`src/sv/btb_pkg.sv`:
```
`default_nettype none
// ----------------------------------------------------------------------------
// btb_pkg: shared types, constants and functions
// Field widths, register and operation codes, the bundles that pass between
// the blocks of the text blit engine, and the per-channel colour scaler.
// ----------------------------------------------------------------------------
package btb_pkg;

  localparam int CODE_W     = 8;
  localparam int ROW_W      = 3;
  localparam int COL_W      = 3;
  localparam int CIDX_W     = 6;
  localparam int SX_W       = 10;
  localparam int SY_W       = 9;
  localparam int PIX_W      = 32;
  localparam int ADDR_W     = 20;
  localparam int STRIDE_W   = 11;
  localparam int CFG_IDX_W  = 2;
  localparam int MEM_AW_MAX = CODE_W + ROW_W;

  // Reset values of the configuration registers.
  localparam logic [PIX_W-1:0]    FG_RESET     = 32'h00ff_ffff;
  localparam logic [PIX_W-1:0]    BG_RESET     = 32'hff00_0000;
  localparam logic [STRIDE_W-1:0] STRIDE_RESET = 11'd512;

  // Inverted alpha codes with a special meaning.
  localparam logic [7:0] ALPHA_OPAQUE = 8'h00;
  localparam logic [7:0] ALPHA_CLEAR  = 8'hff;

  typedef enum logic {
    OP_LOAD   = 1'b0,
    OP_RENDER = 1'b1
  } op_t;

  typedef enum logic [CFG_IDX_W-1:0] {
    REG_FG_COLOR    = 2'd0,
    REG_BG_COLOR    = 2'd1,
    REG_LINE_STRIDE = 2'd2
  } cfg_reg_t;

  // Configuration as the pixel pipeline sees it, colours already prepared.
  typedef struct packed {
    logic [PIX_W-1:0]    fg_prep;
    logic [PIX_W-1:0]    bg_prep;
    logic [STRIDE_W-1:0] stride;
  } cfg_t;

  // Request to the font store: one access per cycle.
  typedef struct packed {
    logic                  wr_en;
    logic                  rd_en;
    logic [MEM_AW_MAX-1:0] addr;
    logic [7:0]            wr_data;
  } mem_req_t;

  // Occupancy of the pipeline stages.
  typedef struct packed {
    logic v1;
    logic v2;
    logic v3;
  } pipe_stat_t;

  // Scales each of the three 8-bit channels by m/256, rounding down.
  function automatic logic [23:0] scale_rgb(input logic [23:0] rgb,
                                            input logic [7:0] m);
    logic [15:0] pr;
    logic [15:0] pg;
    logic [15:0] pb;
    pr = rgb[23:16] * m;
    pg = rgb[15:8] * m;
    pb = rgb[7:0] * m;
    return {pr[15:8], pg[15:8], pb[15:8]};
  endfunction

endpackage

`default_nettype wire

```
`src/sv/btb_if.sv`:
```
`default_nettype none
// ----------------------------------------------------------------------------
// btb_in_if / btb_out_if: word channels of the text blit engine
// Valid/ready channels carrying one input word and one result word.
// ----------------------------------------------------------------------------
interface btb_in_if;
  logic                        valid;
  logic                        ready;
  logic                        op;
  logic [btb_pkg::CODE_W-1:0]  char_code;
  logic [btb_pkg::ROW_W-1:0]   glyph_row;
  logic [btb_pkg::COL_W-1:0]   glyph_col;
  logic [btb_pkg::CIDX_W-1:0]  char_index;
  logic [btb_pkg::SX_W-1:0]    start_x;
  logic [btb_pkg::SY_W-1:0]    start_y;
  logic [7:0]                  glyph_byte;
  logic [btb_pkg::PIX_W-1:0]   dest_pixel;

  modport source (
    output valid, op, char_code, glyph_row, glyph_col, char_index,
           start_x, start_y, glyph_byte, dest_pixel,
    input  ready
  );
  modport sink (
    input  valid, op, char_code, glyph_row, glyph_col, char_index,
           start_x, start_y, glyph_byte, dest_pixel,
    output ready
  );
endinterface

interface btb_out_if;
  logic                        valid;
  logic                        ready;
  logic                        write_enable;
  logic [btb_pkg::ADDR_W-1:0]  pixel_address;
  logic [btb_pkg::PIX_W-1:0]   pixel_value;

  modport source (
    output valid, write_enable, pixel_address, pixel_value,
    input  ready
  );
  modport sink (
    input  valid, write_enable, pixel_address, pixel_value,
    output ready
  );
endinterface

`default_nettype wire

```
`src/sv/btb_pixel_pipe.sv`:
```
`default_nettype none
// ----------------------------------------------------------------------------
// btb_pixel_pipe: three-stage render pipeline
// Stage 1 reads the glyph row and forms the row and column sums, stage 2
// picks the colour and multiplies the row by the stride, stage 3 blends and
// adds up the address. Each stage moves on when the next one is free.
// ----------------------------------------------------------------------------
module btb_pixel_pipe #(
  parameter int FONT_CHARS = 256
) (
  input  wire logic            clk,
  input  wire logic            rst_n,
  input  wire btb_pkg::cfg_t   cfg,
  btb_in_if.sink               in_ch,
  btb_out_if.source            out_ch,
  output btb_pkg::mem_req_t    mem_req,
  input  wire logic [7:0]      glyph_q,
  output btb_pkg::pipe_stat_t  stat
);

  // Stage enables and valid bits.
  logic en1;
  logic en2;
  logic en3;
  logic v1_r;
  logic v2_r;
  logic v3_r;
  logic accept;
  logic is_render;
  logic code_ok;

  // Stage 1 payload.
  logic                          use1_r;
  logic [btb_pkg::COL_W-1:0]     col1_r;
  logic [btb_pkg::SY_W:0]        y1_r;
  logic [btb_pkg::STRIDE_W-1:0]  x1_r;
  logic [btb_pkg::PIX_W-1:0]     dest1_r;
  logic [btb_pkg::SY_W:0]        y1_nxt;
  logic [btb_pkg::STRIDE_W-1:0]  x1_nxt;

  // Stage 2 payload.
  logic [btb_pkg::PIX_W-1:0]     colour2_r;
  logic [btb_pkg::ADDR_W-1:0]    yprod2_r;
  logic [btb_pkg::STRIDE_W-1:0]  x2_r;
  logic [btb_pkg::PIX_W-1:0]     dest2_r;
  logic                          bit_sel;
  logic [btb_pkg::PIX_W-1:0]     colour2_nxt;
  logic [btb_pkg::ADDR_W:0]      yprod_full;

  // Stage 3 (output) payload.
  logic                          we3_r;
  logic [btb_pkg::ADDR_W-1:0]    addr3_r;
  logic [btb_pkg::PIX_W-1:0]     val3_r;
  logic                          we3_nxt;
  logic [btb_pkg::ADDR_W-1:0]    addr3_nxt;
  logic [btb_pkg::PIX_W-1:0]     val3_nxt;
  logic [7:0]                    alpha2;

  // A stage may load when it is empty or the stage after it moves on.
  assign en3 = !v3_r || out_ch.ready;
  assign en2 = !v2_r || en3;
  assign en1 = !v1_r || en2;

  assign in_ch.ready = en1;
  assign accept      = in_ch.valid && en1;
  assign is_render   = (in_ch.op == btb_pkg::OP_RENDER);
  assign code_ok     = ({1'b0, in_ch.char_code} < 9'(FONT_CHARS));

  // In-font loads write the store; renders read it. Loads go no further.
  assign mem_req.wr_en   = accept && !is_render && code_ok;
  assign mem_req.rd_en   = accept && is_render;
  assign mem_req.addr    = {in_ch.char_code, in_ch.glyph_row};
  assign mem_req.wr_data = in_ch.glyph_byte;

  // Stage 1: row and column sums.
  assign y1_nxt = {1'b0, in_ch.start_y} + {7'b0, in_ch.glyph_row};
  assign x1_nxt = {1'b0, in_ch.start_x} + {2'b0, in_ch.char_index, 3'b000}
                + {8'b0, in_ch.glyph_col};

  always_ff @(posedge clk) begin
    if (!rst_n) begin
      v1_r <= 1'b0;
    end else if (en1) begin
      v1_r <= in_ch.valid && is_render;
    end
  end

  always_ff @(posedge clk) begin
    if (accept && is_render) begin
      // The bottom row and codes past the font render as background.
      use1_r  <= code_ok && (in_ch.glyph_row != 3'd7);
      col1_r  <= in_ch.glyph_col;
      y1_r    <= y1_nxt;
      x1_r    <= x1_nxt;
      dest1_r <= in_ch.dest_pixel;
    end
  end

  // Stage 2: glyph bit (bit 7 is the leftmost column) and row offset.
  assign bit_sel     = use1_r && glyph_q[~col1_r];
  assign colour2_nxt = bit_sel ? cfg.fg_prep : cfg.bg_prep;
  assign yprod_full  = {11'b0, y1_r} * {10'b0, cfg.stride};

  always_ff @(posedge clk) begin
    if (!rst_n) begin
      v2_r <= 1'b0;
    end else if (en2) begin
      v2_r <= v1_r;
    end
  end

  always_ff @(posedge clk) begin
    if (en2 && v1_r) begin
      colour2_r <= colour2_nxt;
      yprod2_r  <= yprod_full[btb_pkg::ADDR_W-1:0];
      x2_r      <= x1_r;
      dest2_r   <= dest1_r;
    end
  end

  // Stage 3: blend and final address.
  assign alpha2    = colour2_r[31:24];
  assign addr3_nxt = yprod2_r + {9'b0, x2_r};

  always_comb begin
    if (cfg.stride == '0 || alpha2 == btb_pkg::ALPHA_CLEAR) begin
      we3_nxt  = 1'b0;
      val3_nxt = dest2_r;
    end else if (alpha2 == btb_pkg::ALPHA_OPAQUE) begin
      we3_nxt  = 1'b1;
      val3_nxt = colour2_r;
    end else begin
      we3_nxt  = 1'b1;
      val3_nxt = {8'h00, colour2_r[23:0]}
               + {8'h00, btb_pkg::scale_rgb(dest2_r[23:0], alpha2)};
    end
  end

  always_ff @(posedge clk) begin
    if (!rst_n) begin
      v3_r <= 1'b0;
    end else if (en3) begin
      v3_r <= v2_r;
    end
  end

  always_ff @(posedge clk) begin
    if (en3 && v2_r) begin
      we3_r   <= we3_nxt;
      addr3_r <= addr3_nxt;
      val3_r  <= val3_nxt;
    end
  end

  assign out_ch.valid         = v3_r;
  assign out_ch.write_enable  = we3_r;
  assign out_ch.pixel_address = addr3_r;
  assign out_ch.pixel_value   = val3_r;

  assign stat.v1 = v1_r;
  assign stat.v2 = v2_r;
  assign stat.v3 = v3_r;

endmodule

`default_nettype wire

```
`src/flat_wrapper.sv`:
```
// flat-port wrapper written by rule: the top's interface ports become plain ports
module btb_pixel_pipe_flat 
#(
  parameter int FONT_CHARS = 256
)
  (clk, rst_n, cfg, mem_req, glyph_q, stat, in_ch_valid, in_ch_op, in_ch_char_code, in_ch_glyph_row, in_ch_glyph_col, in_ch_char_index, in_ch_start_x, in_ch_start_y, in_ch_glyph_byte, in_ch_dest_pixel, in_ch_ready, out_ch_valid, out_ch_write_enable, out_ch_pixel_address, out_ch_pixel_value, out_ch_ready);
  btb_in_if in_ch_i ();
  btb_out_if out_ch_i ();
  input  wire logic clk;
  input  wire logic rst_n;
  input  wire btb_pkg::cfg_t cfg;
  output btb_pkg::mem_req_t mem_req;
  input  wire logic [7:0] glyph_q;
  output btb_pkg::pipe_stat_t stat;
  input wire logic [$bits(in_ch_i.valid)-1:0] in_ch_valid;
  input wire logic [$bits(in_ch_i.op)-1:0] in_ch_op;
  input wire logic [$bits(in_ch_i.char_code)-1:0] in_ch_char_code;
  input wire logic [$bits(in_ch_i.glyph_row)-1:0] in_ch_glyph_row;
  input wire logic [$bits(in_ch_i.glyph_col)-1:0] in_ch_glyph_col;
  input wire logic [$bits(in_ch_i.char_index)-1:0] in_ch_char_index;
  input wire logic [$bits(in_ch_i.start_x)-1:0] in_ch_start_x;
  input wire logic [$bits(in_ch_i.start_y)-1:0] in_ch_start_y;
  input wire logic [$bits(in_ch_i.glyph_byte)-1:0] in_ch_glyph_byte;
  input wire logic [$bits(in_ch_i.dest_pixel)-1:0] in_ch_dest_pixel;
  output wire logic [$bits(in_ch_i.ready)-1:0] in_ch_ready;
  output wire logic [$bits(out_ch_i.valid)-1:0] out_ch_valid;
  output wire logic [$bits(out_ch_i.write_enable)-1:0] out_ch_write_enable;
  output wire logic [$bits(out_ch_i.pixel_address)-1:0] out_ch_pixel_address;
  output wire logic [$bits(out_ch_i.pixel_value)-1:0] out_ch_pixel_value;
  input wire logic [$bits(out_ch_i.ready)-1:0] out_ch_ready;
  assign in_ch_i.valid = in_ch_valid;
  assign in_ch_i.op = in_ch_op;
  assign in_ch_i.char_code = in_ch_char_code;
  assign in_ch_i.glyph_row = in_ch_glyph_row;
  assign in_ch_i.glyph_col = in_ch_glyph_col;
  assign in_ch_i.char_index = in_ch_char_index;
  assign in_ch_i.start_x = in_ch_start_x;
  assign in_ch_i.start_y = in_ch_start_y;
  assign in_ch_i.glyph_byte = in_ch_glyph_byte;
  assign in_ch_i.dest_pixel = in_ch_dest_pixel;
  assign in_ch_ready = in_ch_i.ready;
  assign out_ch_valid = out_ch_i.valid;
  assign out_ch_write_enable = out_ch_i.write_enable;
  assign out_ch_pixel_address = out_ch_i.pixel_address;
  assign out_ch_pixel_value = out_ch_i.pixel_value;
  assign out_ch_i.ready = out_ch_ready;
  btb_pixel_pipe #(.FONT_CHARS(FONT_CHARS)) u_core (.clk(clk), .rst_n(rst_n), .cfg(cfg), .in_ch(in_ch_i), .out_ch(out_ch_i), .mem_req(mem_req), .glyph_q(glyph_q), .stat(stat));
endmodule
```
`config.mk`:
```
export PLATFORM = sky130hd
export DESIGN_NAME = btb_pixel_pipe_flat
export DESIGN_NICKNAME = d
export VERILOG_FILES = /design/src/sv/btb_pkg.sv /design/src/sv/btb_if.sv /design/src/sv/btb_pixel_pipe.sv /design/src/flat_wrapper.sv
export SDC_FILE = /design/constraint.sdc
export NUM_CORES = 1
export LEC_CHECK = 0
export ABC_CLOCK_PERIOD_IN_PS = 12150
export BUFFER_PORTS_ARGS = -buffer_cell sky130_fd_sc_hd__buf_2
export CAP_MARGIN = 0
export CORE_UTILIZATION = 60
export DETAILED_ROUTE_END_ITERATION = 10
export PLACE_DENSITY = 0.92
export SETUP_SLACK_MARGIN = 0.5
export SLEW_MARGIN = 10
export SYNTH_ARGS = -nofsm -noshare
export SYNTH_HDL_FRONTEND = slang
export SYNTH_SLANG_ARGS = --single-unit
export TNS_END_PERCENT = 20
```
`constraint.sdc`:
```
create_clock -name clk -period 12.15 [get_ports clk]
set_input_delay 1.215 -clock clk [delete_from_list [all_inputs] [get_ports clk]]
set_output_delay 1.215 -clock clk [all_outputs]
set_load 0.02 [all_outputs]
```
# [Word level (Yosys, flattened, before mapping)]
# Cells that the tools add are included.
[word_totals] elab_cells=51 out_inout_bits=79 regBits=208
[op_classes] n_reduce_logical=17 add_sub_neg=5 bitwise_logic=1 mul=4 n_eq_ne=2 n_lt_le_gt_ge=1 n_mux=6
[ops] operator="two-way mux 32 bit" n=3
[ops] operator="multiplier 8 x 8 -> 16 bit" n=3
[ops] operator="adder 24 x 24 -> 25 bit" n=1
[ops] operator="adder 20 x 11 -> 20 bit" n=1
[ops] operator="multiplier 10 x 11 -> 20 bit" n=1
[ops] operator="adder 10 x 9 -> 11 bit" n=1
[ops] operator="adder 11 x 3 -> 11 bit" n=1
[ops] operator="logical NOT 11 bit" n=1
[ops] operator="adder 9 x 3 -> 10 bit" n=1
[ops] operator="== test 8 bit, second input constant" n=1
[ops] operator="logical NOT 8 bit" n=1
[ops] operator="logical AND 1 bit" n=7
[ops] operator="logical NOT 1 bit" n=4
[ops] operator="logical OR 1 bit" n=4
[ops] operator="less-than comparator 3 x 4 -> 1 bit, second input constant" n=1
[ops] operator="binary-select mux 1 bit (select 3 bit)" n=1
[ops] operator="!= test 3 bit, second input constant" n=1
[ops] operator="NOT 3 bit" n=1
[ops] operator="two-way mux 1 bit" n=2

# [Logic depth before layout (Yosys ltp)]
[depth] word_depth=6 mapped_depth=29

# [Least setup slack after synthesis]
# No wires, ideal clock.
[synth_timing] kind="input port to flip-flop" start="input out_ch_ready" end="register u_core.colour2_r[0] (netlist name), enable pin" setup_slack_ps=3274 t_arrival_ps=8182 n_path_buf=0 cell_stages=2 path_cell_list="nor2b_1 -> a21boi_0"
[synth_via] elab_chain_cells=3
[synth_rtl] item="start, declared" line="flat_wrapper.sv:30" source="input wire logic [$bits(out_ch_i.ready)-1:0] out_ch_ready;"
[synth_rtl] item="logical OR 1 bit" line="btb_pixel_pipe.sv:60" source="assign en3 = !v3_r || out_ch.ready;"
[synth_rtl] item="logical OR 1 bit" line="btb_pixel_pipe.sv:61" source="assign en2 = !v2_r || en3;"
[synth_rtl] item="logical AND 1 bit" line="btb_pixel_pipe.sv:113" source="if (en2 && v1_r) begin"
[synth_rtl] item="end signal, assigned" line="btb_pixel_pipe.sv:114" source="colour2_r <= colour2_nxt;"
[synth_rtl] item="end, declared" line="btb_pixel_pipe.sv:42" source="logic [btb_pkg::PIX_W-1:0] colour2_r;"
# No other way between the ends.
# A chain may end at the register's enable or synchronous reset.

# [Worst setup path after layout]
[layout_timing] start="register u_core.colour2_r[28] (netlist name)" end="register u_core.val3_r (netlist bit u_core.out_ch.pixel_value[20]), data pin"
[layout_via] elab_chain_cells=4 elab_cells_between_ends=9
[layout_rtl] item="multiplier 8 x 8 -> 16 bit (on tied branches)" line="btb_pkg.sv:71, btb_pkg.sv:69, btb_pkg.sv:70"
[layout_rtl] item="adder 24 x 24 -> 25 bit" line="btb_pixel_pipe.sv:135" source="+ {8'h00, btb_pkg::scale_rgb(dest2_r[23:0], alpha2)};"
[layout_rtl] item="two-way mux 32 bit" line="btb_pixel_pipe.sv:129" source="end else if (alpha2 == btb_pkg::ALPHA_OPAQUE) begin"
[layout_rtl] item="two-way mux 32 bit *" line="btb_pixel_pipe.sv:126" source="if (cfg.stride == '0 || alpha2 == btb_pkg::ALPHA_CLEAR) begin"
[layout_rtl] item="via u_core.val3_nxt, one bit" line="btb_pixel_pipe.sv:56" source="logic [btb_pkg::PIX_W-1:0] val3_nxt;"
[layout_rtl] item="end signal, assigned" line="btb_pixel_pipe.sv:151" source="val3_r <= val3_nxt;"
[layout_rtl] item="end, declared" line="btb_pixel_pipe.sv:53" source="logic [btb_pkg::PIX_W-1:0] val3_r;"
# The timed path passes the listed nets; every way through them passes the cells marked *.

==> results by group <==
Status
  • Status: finished, violations left
  • Violated checks: DRC

Worst setup path
  • Startpoint Class: flop
  • Critical path fanouts, max: 26
  • Worst R2R Path Depth: 24
  • Worst EP required: 12.41 ns
  • Reg2reg setup slack: 4.72 ns
  • CP endpoint kind: flop
  • Arrival time worst endpoint: 7.70 ns
  • Crit Path Category: flop to flop

STA
  • RSZ-0062 raised after global routing: no
  • Clock skew: 0.0253 ns
  • Post-Route Setup TNS: 0 ns
  • Final Setup Violations: 0
  • Slew @ Worst Pin: 0.961 ns
  • Relative slew slack: 35.7%
  • Fin crit share: 61.2%
  • Final hold violations: 0
  • FMAX: 135 MHz
  • Final worst setup slack: 4.72 ns
  • Slew Viols, Final: 0
  • Period minus WS final: 7.43 ns

Synth
  • Syn_nets: 2347
  • Ys flop type: edfxtp_1
  • EDFF count, synth: 205
  • Mapped Cells: 1802
  • Mean Syn Cell Area: 10.5 um^2
  • FF+latch count, synth: 208
  • Leading area contributor after synthesis: edfxtp_1
  • YS warnings: 0
  • Post-synth ARST share: 0%
  • Synth top area cells: edfxtp_1, fa_1, ha_1, and2_1, inv_1
  • Mapped cell area: 18900 um^2
  • Share of the yosys chip area belonging to registers: 32.8%
  • Post-synth top area share: 32.5%
  • Synth cell types: 59

Power
  • VDD IR max: 0.000111 V
  • Sequential share of power: 28.7%
  • Leak Pwr: 9.67 nW
  • Pint: 0.00212 W
  • Switching part of the total: 37.6%
  • Comb pwr share: 48.8%
  • Net Switching: 0.00128 W
  • Cell Pwr Density: 162 nW/um^2
  • Clock share of power: 22.5%

Placed design
  • Placed cell count: 2333
  • Placed cell areas: 20200 um^2
  • Port Buffers: 213
  • Gp weighted congestion: 0.967
  • Detailed Place HPWL: 33800 um
  • Pre-CTS setup slack: 4.86 ns

CTS
  • Clock tree root buffer cell: clkbuf_16
  • CTS tree: yes
  • Post-CTS Setup Inserts: 0
  • H-tree Lvls: 1
  • Post-CTS resize count: 0
  • Clock Sinks: 208
  • Clock Latency Late Sink: 0.54 ns
  • Register clock-pin slew on the reported worst setup and hold paths: 0.06 ns
  • Hold buffer count at cts: 0
  • CTS Buf Count: 23
  • CTS max path bufs: 3

Detailed routing
  • Highest metal used: met4
  • Vias: 13500
  • Routed wire length: 43800 um
  • WL met3: 2980 um
  • Via density: 5.69
  • DRT Pass-1 Iters: 11
  • Routed met2 length: 22900 um
  • Post-DR wirelength/cell: 18.4 um
  • Initial DRC count: 896
  • Met1 wire length: 16600 um
  • Post-DRT Antenna Nets: 0
  • DRC: 7

Hold path
  • Hold Path Class: flop to flop
  • Worst hold stages: 0

GRT
  • Number of global-route vias before repair: 14700
  • Initial antenna violation count: 1
  • Largest net degree at the start of global routing: 56
  • Gr usage total: 27.6%
  • First-pass GRT wire length: 71100 um
  • Grt ovf: 0

Floorplanning
  • # IOs: 246
  • Initial Util: 61.4%
  • CORE AREA: 30800 um^2
  • Die H: 180 um
  • Die area: 32300 um^2
  • Cell row count: 64
  • Overall die width: 180 um

Flow run
  • Max_cap viols: 0

Finish
  • Layout cells sized above 1: 15.4%
  • Filler cell count: 2199
  • Synth-to-Final Area Change: 10.9%
  • Total Nets Final: 2507
  • Finished Cell Area: 21000 um^2
  • Non-Filler Instances: 2376
## routing by layer
layer / global-route usage [%] / vias to the layer above
met1: 32.3 / 6642
met3: 4.27 / 101
li1: - / 6245
met2: 51.2 / 534
met5: 0 / -
met4: 9.76 / 0
## layout by cell type (no fill, tap or decap), types with 32 or more instances in the layout
cell,count
xnor2_1,65
nor2_1,62
mux2_2,32
ha_1,200
nand2_1,173
a21oi_1,83
fa_1,178
o21ai_0,35
inv_1,252
and2_1,195
edfxtp_1,205
buf_2,213
## through the flow
step | util [%] | total power [W] | hold WS [ns]
after global routing | 68.1 | 0.00363 | 0.415
final | 68.1 | 0.00339 | 0.417
after detailed placement | 65.4 | 0.00261 | 0.405
after floorplan | - | 0.00225 | 0.400
after global placement | 65.4 | 0.00250 | 0.401
after CTS | 68.1 | 0.00339 | 0.414
## synth_stat cells (2+ instances only)
cell and number:
nor3_1 10, nand2b_1 6, ha_1 200, a311oi_1 2, xnor2_1 65, o21ai_1 16, o22ai_1 3, o31ai_1 4
or4_1 2, xor2_1 27, nor4_1 8, mux2i_1 3, dfxtp_1 3, o21ai_0 35, a21boi_1 2, mux4_2 2
and2_1 195, and3_1 13, nand3b_1 2, nand4_1 14, buf_4 22, nand2_1 174, inv_1 253, fa_1 178
a21boi_0 4, nor2b_1 18, a211oi_1 3, edfxtp_1 205, clkbuf_1 51, o21bai_1 9, a21o_1 26, nand3_1 18
nor2_1 62, a31oi_2 2, mux2_2 32, o21a_1 11, a31oi_1 9, a21oi_1 83, buf_2 3, buf_1 8
## cell families (layout without fill, tap and decap cells)
group	after synthesis	in the layout	synth area share [%]
compound gates	220	220	7.15
fa+ha+maj	378	378	32.0
buf+inv	337	514	7.13
simple gates	529	529	14.3
flops	208	208	32.8
other cells	0	1	0
mux	38	38	2.36
xor+xnor	92	92	4.25
## sequential cells by signal, summed over array words and instances (netlist names)
| signal | flops |
|---|---|
| u_core.out_ch.pixel_address | 20 |
| u_core.dest1_r | 32 |
| u_core.x2_r | 11 |
| u_core.y1_r | 10 |
| u_core.col1_r | 3 |
| u_core.out_ch.valid | 1 |
| u_core.out_ch.write_enable | 1 |
| u_core.colour2_r | 32 |
| u_core.dest2_r | 32 |
| u_core.use1_r | 1 |
| u_core.yprod2_r | 20 |
| u_core.out_ch.pixel_value | 32 |
| u_core.x1_r | 11 |
| u_core.v2_r | 1 |
| u_core.v1_r | 1 |
## worst paths after layout
check	startpoint	endpoint
setup / recovery	u_core.colour2_r[28]	u_core.out_ch.pixel_value[20]
setup reg to reg	u_core.colour2_r[28]	u_core.out_ch.pixel_value[20]
hold / removal	u_core.dest1_r[20]	u_core.dest2_r[20]
hold reg to reg	u_core.dest1_r[20]	u_core.dest2_r[20]
## power by group through the flow
stage / registers [W] / clock network (W) / logic (W)
6_report: 0.000974 / 0.000763 / 0.00166
5_1_grt: 0.000979 / 0.000801 / 0.00185
4_1_cts: 0.000973 / 0.000775 / 0.00164
3_5_place_dp: 0.000988 / 0 / 0.00163
3_3_place_gp: 0.000985 / 0 / 0.00152
2_1_floorplan: 0.000978 / 0 / 0.00127
## worst max-delay path, cell delays in order (launching register included)
cell       delay (ns)
edfxtp_1         0.92
nand2_1          0.18
fa_1             0.53
fa_1             0.50
inv_1            0.06
fa_1             0.54
inv_1            0.06
fa_1             0.53
inv_1            0.04
ha_1             0.22
nor4_1           0.28
o31ai_1          0.18
a31oi_2          0.31
nor2b_2          0.09
a311o_1          0.37
nand2_1          0.09
a21boi_0         0.20
ha_1             0.30
a21oi_1          0.17
o21ai_1          0.14
a2111oi_2        0.68
o31a_1           0.32
nor4_1           0.09
a221oi_1         0.22
a21oi_1          0.11
## layout make-up
cell class	count	area [um^2]	share of cell area (%)
Inverter	253	950	4.52
Antenna cell	1	2.50	0.0119
Clock buffer	26	587	2.79
Multi-Input combinational cell	1257	11400	54.3
Sequential cell	208	6220	29.6
Clock inverter	16	238	1.13
Tap cell	396	495	2.36
Timing Repair Buffer	219	1110	5.29
(Power assumes the default switching activity.)
